$ cat config.mk
export PLATFORM = sky130hd
export DESIGN_NAME = camera_frame_timestamp_recovery_flat
export DESIGN_NICKNAME = d
export VERILOG_FILES = /design/src/rtl/cftr_pkg.sv /design/src/rtl/cftr_ifs.sv /design/src/rtl/cftr_div.sv /design/src/rtl/cftr_mul.sv /design/src/rtl/cftr_dp.sv /design/src/rtl/cftr_ctrl.sv /design/src/rtl/camera_frame_timestamp_recovery.sv /design/src/flat_wrapper.sv
export SDC_FILE = /design/constraint.sdc
export NUM_CORES = 2
export LEC_CHECK = 0
export ABC_CLOCK_PERIOD_IN_PS = 8600
export BUFFER_PORTS_ARGS = -buffer_cell sky130_fd_sc_hd__buf_2
export CAP_MARGIN = 40
export CORE_AREA = 2 2 614 616
export DETAILED_ROUTE_END_ITERATION = 10
export DIE_AREA = 0 0 616 618
export GPL_TIMING_DRIVEN = 1
export SLEW_MARGIN = 20
export SYNTH_ARGS = -nofsm -noshare
export SYNTH_HDL_FRONTEND = slang
export SYNTH_SLANG_ARGS = --single-unit
$ cat constraint.sdc
create_clock -name clk -period 8.6 [get_ports clk]
set_input_delay 0.86 -clock clk [delete_from_list [all_inputs] [get_ports clk]]
set_output_delay 0.86 -clock clk [all_outputs]
set_load 0.1 [all_outputs]
$ cat src/rtl/cftr_pkg.sv
// ----------------------------------------------------------------------------
// cftr_pkg
// Shared types and constants of the camera frame timestamp recovery block.
// ----------------------------------------------------------------------------
package cftr_pkg;

	localparam int CFG_IDX_W  = 4;
	localparam int CFG_DATA_W = 33;

	// Configuration register indexes.
	localparam logic [CFG_IDX_W-1:0] REG_CLOCK_WRAP  = 4'd0;
	localparam logic [CFG_IDX_W-1:0] REG_SYNC_CYCLE  = 4'd1;
	localparam logic [CFG_IDX_W-1:0] REG_FRAME_PER   = 4'd2;
	localparam logic [CFG_IDX_W-1:0] REG_MAX_FRAMES  = 4'd3;
	localparam logic [CFG_IDX_W-1:0] REG_FIRST_SHIFT = 4'd4;
	localparam logic [CFG_IDX_W-1:0] REG_MATCH_MAX   = 4'd5;
	localparam logic [CFG_IDX_W-1:0] REG_MATCH_MIN   = 4'd6;
	localparam logic [CFG_IDX_W-1:0] REG_SHUT_STEP   = 4'd7;

	// Embedded word decoding.
	localparam logic [26:0] SEC_US        = 27'd1000000;
	localparam logic [26:0] CYCLE_US      = 27'd125;
	localparam logic [22:0] OFFSET_RECIP  = 23'd1311;
	localparam logic [31:0] SHUTTER_VALID = 32'h7000_0000;
	localparam logic [19:0] SHUTTER_MASK  = 20'hF_FFFF;
	localparam logic [38:0] HALF_US_NS    = 39'd500;
	localparam logic signed [31:0] US_NS  = 32'sd1000;

	typedef enum logic [3:0] {
		ST_IDLE,
		ST_DECODE,
		ST_WRAP,
		ST_START,
		ST_GAP,
		ST_BRANCH,
		ST_DIV,
		ST_UPD,
		ST_M1GO,
		ST_M1,
		ST_M2GO,
		ST_M2,
		ST_FIN1,
		ST_FIN2,
		ST_OUT
	} cftr_state_t;

	typedef struct packed {
		logic load_in;
		logic decode;
		logic wrap;
		logic start;
		logic gap;
		logic branch;
		logic div_start;
		logic div_sel;   // 1: receive time / sync cycle, 0: gap magnitude / period
		logic upd;
		logic mul_start;
		logic mul_sel;   // 0: epoch * sync cycle, 1: frames * period
		logic cap1;
		logic fin1;
		logic fin2;
		logic out_load;
	} cftr_cmd_t;

	typedef struct packed {
		logic match;
		logic sync_zero;
		logic period_zero;
		logic div_done;
		logic mul_done;
		logic out_free;
	} cftr_sts_t;

endpackage

$ cat src/rtl/cftr_ifs.sv
// ----------------------------------------------------------------------------
// cftr interfaces
// Valid/ready channels for frame items, results and configuration writes.
// ----------------------------------------------------------------------------
interface cftr_in_if;
	logic        valid;
	logic        ready;
	logic [31:0] raw_timestamp;
	logic [31:0] raw_shutter;
	logic [62:0] receive_time_ns;
	modport source(output valid, raw_timestamp, raw_shutter, receive_time_ns, input ready);
	modport sink(input valid, raw_timestamp, raw_shutter, receive_time_ns, output ready);
endinterface

interface cftr_out_if;
	logic               valid;
	logic               ready;
	logic signed [63:0] frame_time_ns;
	logic               synced;
	logic               sync_maybe_lost;
	modport source(output valid, frame_time_ns, synced, sync_maybe_lost, input ready);
	modport sink(input valid, frame_time_ns, synced, sync_maybe_lost, output ready);
endinterface

interface cftr_cfg_if;
	logic        valid;
	logic        ready;
	logic [3:0]  index;
	logic [32:0] data;
	modport source(output valid, index, data, input ready);
	modport sink(input valid, index, data, output ready);
endinterface

$ cat src/rtl/cftr_div.sv
// ----------------------------------------------------------------------------
// cftr_div
// Restoring divider, 64-bit dividend by 32-bit divisor, one bit per cycle.
// ----------------------------------------------------------------------------
module cftr_div (
	input  logic        clk,
	input  logic        arst_n,
	input  logic        start,
	input  logic [63:0] dividend,
	input  logic [31:0] divisor,
	output logic [63:0] quotient,
	output logic [31:0] remainder,
	output logic        done
);

	logic [63:0] n_q;
	logic [31:0] r_q;
	logic [31:0] d_q;
	logic [5:0]  cnt_q;
	logic        busy_q;
	logic        done_q;
	logic [32:0] rs;
	logic        qbit;

	assign rs   = {r_q, n_q[63]};
	assign qbit = rs >= {1'b0, d_q};

	always_ff @(posedge clk or negedge arst_n) begin
		if (!arst_n) begin
			busy_q <= 1'b0;
			done_q <= 1'b0;
			cnt_q  <= '0;
		end else begin
			done_q <= 1'b0;
			if (start) begin
				busy_q <= 1'b1;
				cnt_q  <= '0;
			end else if (busy_q) begin
				cnt_q <= cnt_q + 6'd1;
				if (cnt_q == 6'd63) begin
					busy_q <= 1'b0;
					done_q <= 1'b1;
				end
			end
		end
	end

	always_ff @(posedge clk) begin
		if (start) begin
			n_q <= dividend;
			d_q <= divisor;
			r_q <= '0;
		end else if (busy_q) begin
			n_q <= {n_q[62:0], qbit};
			r_q <= qbit ? 32'(rs - {1'b0, d_q}) : rs[31:0];
		end
	end

	assign quotient  = n_q;
	assign remainder = r_q;
	assign done      = done_q;

endmodule

$ cat src/rtl/cftr_mul.sv
// ----------------------------------------------------------------------------
// cftr_mul
// Shift-and-add multiplier, 64-bit by 32-bit, keeping the low 64 bits.
// ----------------------------------------------------------------------------
module cftr_mul (
	input  logic        clk,
	input  logic        arst_n,
	input  logic        start,
	input  logic [63:0] a,
	input  logic [31:0] b,
	output logic [63:0] product,
	output logic        done
);

	logic [63:0] a_q;
	logic [31:0] b_q;
	logic [63:0] acc_q;
	logic [4:0]  cnt_q;
	logic        busy_q;
	logic        done_q;

	always_ff @(posedge clk or negedge arst_n) begin
		if (!arst_n) begin
			busy_q <= 1'b0;
			done_q <= 1'b0;
			cnt_q  <= '0;
		end else begin
			done_q <= 1'b0;
			if (start) begin
				busy_q <= 1'b1;
				cnt_q  <= '0;
			end else if (busy_q) begin
				cnt_q <= cnt_q + 5'd1;
				if (cnt_q == 5'd31) begin
					busy_q <= 1'b0;
					done_q <= 1'b1;
				end
			end
		end
	end

	always_ff @(posedge clk) begin
		if (start) begin
			a_q   <= a;
			b_q   <= b;
			acc_q <= '0;
		end else if (busy_q) begin
			if (b_q[0]) begin
				acc_q <= acc_q + a_q;
			end
			a_q <= {a_q[62:0], 1'b0};
			b_q <= {1'b0, b_q[31:1]};
		end
	end

	assign product = acc_q;
	assign done    = done_q;

endmodule

$ cat src/rtl/cftr_dp.sv
// ----------------------------------------------------------------------------
// cftr_dp
// Datapath: configuration registers, frame state, decode, shared divider and
// multiplier, result assembly and output register.
// ----------------------------------------------------------------------------
module cftr_dp import cftr_pkg::*; (
	input  logic                  clk,
	input  logic                  arst_n,
	input  cftr_cmd_t             cmd,
	output cftr_sts_t             sts,
	input  logic [31:0]           raw_timestamp,
	input  logic [31:0]           raw_shutter,
	input  logic [62:0]           receive_time_ns,
	input  logic                  cfg_valid,
	output logic                  cfg_ready,
	input  logic [CFG_IDX_W-1:0]  cfg_index,
	input  logic [CFG_DATA_W-1:0] cfg_data,
	output logic                  out_valid,
	input  logic                  out_ready,
	output logic signed [63:0]    frame_time_ns,
	output logic                  synced,
	output logic                  sync_maybe_lost
);

	// Configuration
	logic [31:0]        clock_wrap_q;
	logic [31:0]        sync_cycle_q;
	logic [23:0]        period_q;
	logic [15:0]        max_frames_q;
	logic signed [20:0] shift_q;
	logic signed [32:0] match_max_q;
	logic signed [32:0] match_min_q;
	logic [9:0]         step_q;

	// Frame state
	logic [26:0] prev_cam_q;
	logic [63:0] wrap_q;
	logic [63:0] prev_start_q;
	logic [63:0] epoch_q;
	logic [63:0] frames_q;
	logic        seen_q;

	// Per-item working registers
	logic [31:0] ts_q;
	logic [31:0] sh_q;
	logic [62:0] rx_q;
	logic [26:0] cam_q;
	logic [29:0] shut_q;
	logic [63:0] start_q;
	logic [63:0] gap_q;
	logic        match_q;
	logic        neg_q;
	logic [63:0] prod1_q;
	logic [63:0] p2k_q;
	logic [63:0] shk_q;
	logic [63:0] shiftk_q;
	logic [63:0] sum_q;
	logic        out_valid_q;
	logic signed [63:0] out_time_q;
	logic        out_synced_q;
	logic        out_lost_q;

	logic [22:0] off_prod;
	logic [26:0] cam_nxt;
	logic [19:0] steps;
	logic [29:0] shut_nxt;
	logic        match;
	logic [63:0] mag;
	logic [63:0] div_q;
	logic [31:0] div_r;
	logic        div_done;
	logic [63:0] div_n;
	logic [31:0] div_d;
	logic        round_up;
	logic [63:0] q_rnd;
	logic [63:0] mul_a;
	logic [31:0] mul_b;
	logic [63:0] mul_p;
	logic        mul_done;
	logic signed [31:0] shift_ns;
	logic        lost;

	// Offset in 1/25 us: multiply by 1311/32768, exact for all 12-bit inputs.
	assign off_prod = 23'(ts_q[11:0]) * OFFSET_RECIP;
	assign cam_nxt  = 27'(ts_q[31:25]) * SEC_US + 27'(ts_q[24:12]) * CYCLE_US
	                + 27'(off_prod[22:15]);
	assign steps    = (sh_q > SHUTTER_VALID) ? (sh_q[19:0] & SHUTTER_MASK) : '0;
	assign shut_nxt = 30'(steps) * 30'(step_q);

	assign match = ($signed(gap_q) < 64'(match_max_q)) && ($signed(gap_q) > 64'(match_min_q));
	assign mag   = gap_q[63] ? 64'(-gap_q) : gap_q;

	assign div_n = cmd.div_sel ? {1'b0, rx_q} : mag;
	assign div_d = cmd.div_sel ? sync_cycle_q : {8'd0, period_q};

	cftr_div u_div (
		.clk       (clk),
		.arst_n    (arst_n),
		.start     (cmd.div_start),
		.dividend  (div_n),
		.divisor   (div_d),
		.quotient  (div_q),
		.remainder (div_r),
		.done      (div_done)
	);

	// Ties round away from zero: bump when twice the remainder reaches the period.
	assign round_up = {div_r, 1'b0} >= {9'd0, period_q};
	assign q_rnd    = div_q + 64'(round_up);

	assign mul_a = cmd.mul_sel ? frames_q : epoch_q;
	assign mul_b = cmd.mul_sel ? {8'd0, period_q} : sync_cycle_q;

	cftr_mul u_mul (
		.clk     (clk),
		.arst_n  (arst_n),
		.start   (cmd.mul_start),
		.a       (mul_a),
		.b       (mul_b),
		.product (mul_p),
		.done    (mul_done)
	);

	assign shift_ns = 32'(shift_q) * US_NS;
	assign lost     = seen_q && !frames_q[63] && (frames_q > 64'(max_frames_q));

	assign sts.match       = match;
	assign sts.sync_zero   = sync_cycle_q == '0;
	assign sts.period_zero = period_q == '0;
	assign sts.div_done    = div_done;
	assign sts.mul_done    = mul_done;
	assign sts.out_free    = !out_valid_q || out_ready;

	assign cfg_ready = 1'b1;

	always_ff @(posedge clk or negedge arst_n) begin
		if (!arst_n) begin
			clock_wrap_q <= 32'd128000000;
			sync_cycle_q <= 32'd1000000000;
			period_q     <= 24'd100000;
			max_frames_q <= 16'd10;
			shift_q      <= '0;
			match_max_q  <= 33'sd400000;
			match_min_q  <= 33'sd150000;
			step_q       <= 10'd1;
		end else if (cfg_valid) begin
			unique case (cfg_index)
				REG_CLOCK_WRAP:  clock_wrap_q <= cfg_data[31:0];
				REG_SYNC_CYCLE:  sync_cycle_q <= cfg_data[31:0];
				REG_FRAME_PER:   period_q     <= cfg_data[23:0];
				REG_MAX_FRAMES:  max_frames_q <= cfg_data[15:0];
				REG_FIRST_SHIFT: shift_q      <= cfg_data[20:0];
				REG_MATCH_MAX:   match_max_q  <= cfg_data;
				REG_MATCH_MIN:   match_min_q  <= cfg_data;
				REG_SHUT_STEP:   step_q       <= cfg_data[9:0];
				default: ;
			endcase
		end
	end

	always_ff @(posedge clk or negedge arst_n) begin
		if (!arst_n) begin
			prev_cam_q   <= '0;
			wrap_q       <= '0;
			prev_start_q <= '0;
			epoch_q      <= '0;
			frames_q     <= '0;
			seen_q       <= 1'b0;
			out_valid_q  <= 1'b0;
		end else begin
			if (cmd.wrap) begin
				if (prev_cam_q > cam_q) begin
					wrap_q <= wrap_q + 64'(clock_wrap_q);
				end
				prev_cam_q <= cam_q;
			end
			if (cmd.gap) begin
				prev_start_q <= start_q;
			end
			if (cmd.upd) begin
				if (match_q) begin
					epoch_q  <= (sync_cycle_q == '0) ? '0 : div_q;
					frames_q <= 64'd1;
					seen_q   <= 1'b1;
				end else if (period_q != '0) begin
					frames_q <= neg_q ? frames_q - q_rnd : frames_q + q_rnd;
				end
			end
			if (cmd.out_load) begin
				out_valid_q <= 1'b1;
			end else if (out_ready) begin
				out_valid_q <= 1'b0;
			end
		end
	end

	always_ff @(posedge clk) begin
		if (cmd.load_in) begin
			ts_q <= raw_timestamp;
			sh_q <= raw_shutter;
			rx_q <= receive_time_ns;
		end
		if (cmd.decode) begin
			cam_q  <= cam_nxt;
			shut_q <= shut_nxt;
		end
		if (cmd.start) begin
			start_q <= wrap_q + 64'(cam_q) - 64'(shut_q);
		end
		if (cmd.gap) begin
			gap_q <= start_q - prev_start_q;
		end
		if (cmd.branch) begin
			match_q <= match;
			neg_q   <= gap_q[63];
		end
		if (cmd.cap1) begin
			prod1_q <= mul_p;
		end
		if (cmd.fin1) begin
			// x * 1000 = x * 1024 - x * 32 + x * 8
			p2k_q    <= {mul_p[53:0], 10'd0} - {mul_p[58:0], 5'd0} + {mul_p[60:0], 3'd0};
			shk_q    <= 64'(39'(shut_q) * HALF_US_NS);
			shiftk_q <= (frames_q == 64'd1) ? 64'(shift_ns) : '0;
		end
		if (cmd.fin2) begin
			sum_q <= prod1_q + p2k_q;
		end
		if (cmd.out_load) begin
			out_time_q   <= sum_q + shiftk_q + shk_q;
			out_synced_q <= seen_q;
			out_lost_q   <= lost;
		end
	end

	assign out_valid       = out_valid_q;
	assign frame_time_ns   = out_time_q;
	assign synced          = out_synced_q;
	assign sync_maybe_lost = out_lost_q;

endmodule

$ cat src/rtl/cftr_ctrl.sv
// ----------------------------------------------------------------------------
// cftr_ctrl
// Controller: sequences one frame item through decode, unwrap, gap match,
// division when one is needed, the two products and result assembly.
// ----------------------------------------------------------------------------
module cftr_ctrl import cftr_pkg::*; (
	input  logic      clk,
	input  logic      arst_n,
	input  logic      in_valid,
	output logic      in_ready,
	output cftr_cmd_t cmd,
	input  cftr_sts_t sts
);

	cftr_state_t state_q;
	cftr_state_t state_nxt;
	logic        need_div;

	// A sync gap divides the receive time, any other gap divides its magnitude.
	assign need_div = sts.match ? !sts.sync_zero : !sts.period_zero;

	always_ff @(posedge clk or negedge arst_n) begin
		if (!arst_n) begin
			state_q <= ST_IDLE;
		end else begin
			state_q <= state_nxt;
		end
	end

	always_comb begin
		state_nxt = state_q;
		unique case (state_q)
			ST_IDLE:   if (in_valid) state_nxt = ST_DECODE;
			ST_DECODE: state_nxt = ST_WRAP;
			ST_WRAP:   state_nxt = ST_START;
			ST_START:  state_nxt = ST_GAP;
			ST_GAP:    state_nxt = ST_BRANCH;
			ST_BRANCH: state_nxt = need_div ? ST_DIV : ST_UPD;
			ST_DIV:    if (sts.div_done) state_nxt = ST_UPD;
			ST_UPD:    state_nxt = ST_M1GO;
			ST_M1GO:   state_nxt = ST_M1;
			ST_M1:     if (sts.mul_done) state_nxt = ST_M2GO;
			ST_M2GO:   state_nxt = ST_M2;
			ST_M2:     if (sts.mul_done) state_nxt = ST_FIN1;
			ST_FIN1:   state_nxt = ST_FIN2;
			ST_FIN2:   state_nxt = ST_OUT;
			ST_OUT:    if (sts.out_free) state_nxt = ST_IDLE;
			default:   state_nxt = ST_IDLE;
		endcase
	end

	always_comb begin
		cmd       = '0;
		in_ready  = 1'b0;
		unique case (state_q)
			ST_IDLE: begin
				in_ready    = 1'b1;
				cmd.load_in = in_valid;
			end
			ST_DECODE: cmd.decode = 1'b1;
			ST_WRAP:   cmd.wrap   = 1'b1;
			ST_START:  cmd.start  = 1'b1;
			ST_GAP:    cmd.gap    = 1'b1;
			ST_BRANCH: begin
				cmd.branch    = 1'b1;
				cmd.div_start = need_div;
				cmd.div_sel   = sts.match;
			end
			ST_DIV:    ;
			ST_UPD:    cmd.upd = 1'b1;
			ST_M1GO: begin
				cmd.mul_start = 1'b1;
				cmd.mul_sel   = 1'b0;
			end
			ST_M1:     cmd.cap1 = sts.mul_done;
			ST_M2GO: begin
				cmd.mul_start = 1'b1;
				cmd.mul_sel   = 1'b1;
			end
			ST_M2:     ;
			ST_FIN1:   cmd.fin1 = 1'b1;
			ST_FIN2:   cmd.fin2 = 1'b1;
			ST_OUT:    cmd.out_load = sts.out_free;
			default:   ;
		endcase
	end

endmodule

$ cat src/rtl/camera_frame_timestamp_recovery.sv
// Flow: each input item passes through decode, unwrap, start, gap and branch
// states, a division when needed, two multiplies and result assembly, and
// waits until the output register is free. Items are handled one at a time; the
// next item is taken while the result still waits in the output register.
// Reset: arst_n clears all frame state and loads register defaults; no sweep.
// ----------------------------------------------------------------------------
// camera_frame_timestamp_recovery
// Recovers a mid-exposure frame time in ns from embedded camera timestamps,
// with clock unwrapping, sync gap detection and frame counting.
// ----------------------------------------------------------------------------
module camera_frame_timestamp_recovery import cftr_pkg::*; (
	input  logic        clk,
	input  logic        arst_n,
	cftr_in_if.sink     in_ch,
	cftr_out_if.source  out_ch,
	cftr_cfg_if.sink    cfg
);

	cftr_cmd_t cmd;
	cftr_sts_t sts;

	cftr_ctrl u_ctrl (
		.clk      (clk),
		.arst_n   (arst_n),
		.in_valid (in_ch.valid),
		.in_ready (in_ch.ready),
		.cmd      (cmd),
		.sts      (sts)
	);

	cftr_dp u_dp (
		.clk             (clk),
		.arst_n          (arst_n),
		.cmd             (cmd),
		.sts             (sts),
		.raw_timestamp   (in_ch.raw_timestamp),
		.raw_shutter     (in_ch.raw_shutter),
		.receive_time_ns (in_ch.receive_time_ns),
		.cfg_valid       (cfg.valid),
		.cfg_ready       (cfg.ready),
		.cfg_index       (cfg.index),
		.cfg_data        (cfg.data),
		.out_valid       (out_ch.valid),
		.out_ready       (out_ch.ready),
		.frame_time_ns   (out_ch.frame_time_ns),
		.synced          (out_ch.synced),
		.sync_maybe_lost (out_ch.sync_maybe_lost)
	);

endmodule
$ cat src/flat_wrapper.sv
// flat-port wrapper written by rule: the top's interface ports become plain ports
module camera_frame_timestamp_recovery_flat import cftr_pkg::*;
  (clk, arst_n, in_ch_valid, in_ch_raw_timestamp, in_ch_raw_shutter, in_ch_receive_time_ns, in_ch_ready, out_ch_valid, out_ch_frame_time_ns, out_ch_synced, out_ch_sync_maybe_lost, out_ch_ready, cfg_valid, cfg_index, cfg_data, cfg_ready);
  cftr_in_if in_ch_i ();
  cftr_out_if out_ch_i ();
  cftr_cfg_if cfg_i ();
  input  logic clk;
  input  logic arst_n;
  input wire logic [$bits(in_ch_i.valid)-1:0] in_ch_valid;
  input wire logic [$bits(in_ch_i.raw_timestamp)-1:0] in_ch_raw_timestamp;
  input wire logic [$bits(in_ch_i.raw_shutter)-1:0] in_ch_raw_shutter;
  input wire logic [$bits(in_ch_i.receive_time_ns)-1:0] in_ch_receive_time_ns;
  output wire logic [$bits(in_ch_i.ready)-1:0] in_ch_ready;
  output wire logic [$bits(out_ch_i.valid)-1:0] out_ch_valid;
  output wire logic [$bits(out_ch_i.frame_time_ns)-1:0] out_ch_frame_time_ns;
  output wire logic [$bits(out_ch_i.synced)-1:0] out_ch_synced;
  output wire logic [$bits(out_ch_i.sync_maybe_lost)-1:0] out_ch_sync_maybe_lost;
  input wire logic [$bits(out_ch_i.ready)-1:0] out_ch_ready;
  input wire logic [$bits(cfg_i.valid)-1:0] cfg_valid;
  input wire logic [$bits(cfg_i.index)-1:0] cfg_index;
  input wire logic [$bits(cfg_i.data)-1:0] cfg_data;
  output wire logic [$bits(cfg_i.ready)-1:0] cfg_ready;
  assign in_ch_i.valid = in_ch_valid;
  assign in_ch_i.raw_timestamp = in_ch_raw_timestamp;
  assign in_ch_i.raw_shutter = in_ch_raw_shutter;
  assign in_ch_i.receive_time_ns = in_ch_receive_time_ns;
  assign in_ch_ready = in_ch_i.ready;
  assign out_ch_valid = out_ch_i.valid;
  assign out_ch_frame_time_ns = out_ch_i.frame_time_ns;
  assign out_ch_synced = out_ch_i.synced;
  assign out_ch_sync_maybe_lost = out_ch_i.sync_maybe_lost;
  assign out_ch_i.ready = out_ch_ready;
  assign cfg_i.valid = cfg_valid;
  assign cfg_i.index = cfg_index;
  assign cfg_i.data = cfg_data;
  assign cfg_ready = cfg_i.ready;
  camera_frame_timestamp_recovery u_core (.clk(clk), .arst_n(arst_n), .in_ch(in_ch_i), .out_ch(out_ch_i), .cfg(cfg_i));
endmodule
==> flow_metrics.py <==
metrics = {
    "status": {
        "violations": "setup timing",
        "outcome": "complete, but fails checks",
    },
    "placed_design": {
        "place_congestion": 0.899,
        "io_buffers": 236,
        "post_dp_cell_area_sq_um": 119000,
        "dpl.hpwl_um": 240000,
        "pre_cts_slack_ns": -0.905,
    },
    "min_path": {
        "hold_path.startpoint": "in_ch_raw_timestamp[19]",
        "min_path_cells": 1,
        "worstHoldPathType": "in2reg",
        "whs_endpoint": "u_core.u_dp.ts_q[19]",
    },
    "cts": {
        "cts.htree.levels": 4,
        "cts_tree": "built",
        "cts_sinks": 1428,
        "clockRootBuffer": "clkbuf_16",
        "cts_made_buffers": 178,
        "path_clk_slew_ns": 0.06,
        "clk_latency_ns": 0.88,
        "clock_path_buffers": 4,
    },
    "worst_setup_path": {
        "crit_top_cell": "fa_1",
        "path_max_fanout": 3,
        "crit_required_ns": 9.23,
        "r2r-end": "u_core.u_dp.cam_q[26]",
        "worstSetupStartpoint": "u_core.u_dp.ts_q[6]",
        "rr_startpoint": "u_core.u_dp.ts_q[6]",
        "start_kind": "flop",
        "crit_arrival_ns": 9.87,
        "slowest_stage": "fa_1",
        "cp-end-kind": "flop",
        "slowest_delay_ns": 0.53,
        "r2r_slack_ns": -0.64,
        "rr_worst_depth": 37,
        "worst-setup-path-type": "reg2reg",
    },
    "timing": {
        "setup_viol": 12,
        "tns_ns": -5.64,
        "setup_ws_ns": -0.640,
        "layout_min_cycle_time_ns": 9.24,
        "finalCritPeriodShare_pct": 107,
        "worst_pin_slew_ns": 0.898,
        "fin_skew_ns": 0.0481,
        "relSlewSlack_pct": 40.1,
        "rsz0062_at_grt": "yes",
        "drv_slew": 0,
        "fmax_ghz": 0.108,
        "hold_violations": 0,
    },
    "final_layout": {
        "final_nets": 13399,
        "drive_gt1_share_pct": 9.82,
        "final_area_sq_um": 126000,
        "syn_to_final_growth_pct": 13.0,
    },
    "floorplanning": {
        "die_w_um": 616,
        "start_util_pct": 29.8,
        "design.die.area_sq_um": 381000,
        "fp.coreArea_sq_um": 374000,
        "rows": 225,
        "die_h_um": 618,
        "ios": 238,
    },
    "synthesis": {
        "seq_area_frac_synth_pct": 35.3,
        "avgSynthCellArea_sq_um": 9.96,
        "synth_area_sq_um": 112000,
        "synth_fp_nets": 13128,
        "synth_edf_count": 827,
        "synthFlopType": "edfxtp_1",
        "yosysWarningCount": 0,
        "synth.distinct_cells": 95,
        "synth_seq_cells": 1428,
        "syn_inst": 11211,
        "async_reset_ff_share_pct": 35.4,
    },
    "global_route": {
        "grt_max_degree": 143,
        "grtUsageTotal_pct": 15.7,
        "grt_pass1_wl_um": 473000,
        "grt_pass1_vias": 81118,
        "antenna_found_initial": 60,
        "grt-ovfl-total": 0,
    },
    "route": {
        "viasPerCell": 4.91,
        "postRouteWirelength_um": 305000,
        "drtIter0Drc": 5401,
        "wl_met1_um": 137000,
        "wl_met2_um": 143000,
        "drc": 0,
        "wl_per_cell_um": 18.4,
        "postRouteAntennaNets": 0,
        "top_layer_used": "met5",
        "via_count": 81721,
        "dr_wl_met3_um": 13100,
        "firstDrtPassIters": 6,
    },
    "job": {
        "cap_viol_max_count": 0,
    },
}
[synth_stat cells (all sizes together), types with 18 or more instances]
cell | number | area, sq um
nand3 | 171 | 856
nor4 | 73 | 469
o21ai | 793 | 3970
clkbuf | 309 | 1160
and3 | 170 | 1060
a2111oi | 26 | 278
xnor2 | 541 | 4740
o211ai | 32 | 240
nor2b | 96 | 601
o21a | 111 | 833
a21oi | 662 | 3310
o31a | 20 | 175
a221oi | 18 | 164
nor2 | 479 | 1800
xor2 | 249 | 2180
nand2 | 1100 | 4130
a211oi | 75 | 563
a21o | 407 | 3060
or4 | 20 | 158
o31ai | 74 | 569
dfxtp | 96 | 1920
o41ai | 27 | 236
fa | 572 | 11500
mux2 | 186 | 2090
nand4 | 165 | 1040
a31o | 18 | 158
edfxtp | 827 | 24800
or3 | 38 | 263
ha | 1176 | 14700
and2 | 68 | 425
mux2i | 186 | 1860
and4 | 31 | 272
nor3 | 127 | 641
dfrtp | 462 | 11600
or2 | 34 | 213
inv | 1154 | 4330
nand2b | 107 | 677
a31oi | 84 | 526
buf | 49 | 213
o21bai | 94 | 706
a21boi | 35 | 263
dfstp | 43 | 1130
[per-layer routing]
metal / up-vias / track usage (%)
li1: 40079 / -
met2: 1618 / 26.5
met5: - / 0
met1: 39536 / 20.6
met4: 20 / 5.91
met3: 468 / 2.02
[cell usage in the layout, fill, tap and decap left out, types with 62 or more instances in the layout]
cell type,synthesis,routed
inv_1,1153,1139
nand4_1,163,163
and2_1,67,62
dfrtp_1,462,460
o21a_1,111,111
buf_2,11,236
ha_1,1176,1169
nor3_1,126,121
a21o_1,407,407
xor2_1,249,249
clkbuf_16,0,178
xnor2_1,541,539
nor2_1,479,469
nand2b_1,106,103
a211oi_1,75,71
mux2_2,186,186
dfxtp_1,96,96
nor2b_1,96,94
a31oi_1,84,83
edfxtp_1,827,827
and3_1,170,170
o21bai_1,94,94
a21oi_1,662,652
buf_4,4,178
nand3_1,171,170
o31ai_1,73,73
o21ai_0,785,774
nor4_1,71,69
fa_1,572,570
mux2i_1,186,185
nand2_1,1100,1094
[area by class of cell]
class / count / area (sq um)
clock buffers: 223 / 4800
fillers: 38115 / 248000
repair buffers: 449 / 3160
inverters: 1154 / 4330
flip-flops and latches: 1428 / 39500
well taps: 4994 / 6250
multi-input cells: 8271 / 67100
diodes: 14 / 35.0
clock inverters: 105 / 1020
[worst max-delay path, delay by kind of cell (launching register included)]
family | cells | cell delay (ns)
adders and majority gates | 11 | 4.52
AOI/OAI and AO/OA | 9 | 2.11
and+or+nand+nor | 6 | 1.18
buffers and inverters | 9 | 0.48
DFF | 1 | 0.41
xor gates and xnor gates | 2 | 0.27
[per-stage QoR]
step	utilization (%)	instances	hold WS, ns
after global routing	33.7	16638	0.0984
final	33.7	16638	0.155
after CTS	33.5	16599	0.0767
after detailed placement	31.9	16257	0.415
after floorplan	-	11211	0.400
after global placement	31.9	16246	0.409
[worst max path at each step]
stage and endpoint:
6_report u_core.u_dp.cam_q[26], 3_3_place_gp u_core.u_dp.cam_q[23], 2_1_floorplan u_core.u_dp.cam_q[23], 5_1_grt u_core.u_dp.cam_q[26]
4_1_cts u_core.u_dp.cam_q[24], 3_5_place_dp u_core.u_dp.cam_q[23]
[registers in the layout, indices dropped and copies added, names as in the netlist, 37 cells and up]
register                    flops
u_core.u_dp.u_mul.product      64
u_core.u_dp.rx_q               63
u_core.u_dp.u_mul.a_q          64
u_core.u_dp.prev_start_q       64
u_core.u_dp.frame_time_ns      64
u_core.u_dp.gap_q              64
u_core.u_dp.prod1_q            64
u_core.u_dp.wrap_q             64
u_core.u_dp.shk_q              37
u_core.u_dp.epoch_q            64
u_core.u_dp.frames_q           64
u_core.u_dp.u_div.quotient     64
u_core.u_dp.p2k_q              61
u_core.u_dp.start_q            64
u_core.u_dp.sum_q              64
[cell families (layout without fill, tap and decap cells)]
| group | after synthesis | count (layout) | synth area share (%) |
|---|---|---|---|
| muxes | 372 | 372 | 3.54 |
| AOI/OAI and AO/OA | 2639 | 2639 | 14.8 |
| other | 1 | 15 | 0.00336 |
| buffers and inverters | 1512 | 1931 | 5.11 |
| xor gates and xnor gates | 790 | 790 | 6.20 |
| adders and majority gates | 1748 | 1748 | 23.4 |
| DFF | 1428 | 1428 | 35.3 |
| and+or+nand+nor | 2721 | 2721 | 11.6 |
[what timing repair did]
item | in CTS | in global routing
pin swaps | 18 | 28
gates resized for setup | 43 | 55
setup buffers | 15 | 15
endpoints found under the hold margin | 56 | 0
hold buffers | 1 | 0
setup endpoints to repair | 19 | 37
Power is left out: the tool's default activity adds up to more than one toggle a clock period on the data nets, which glitch-free logic cannot reach.
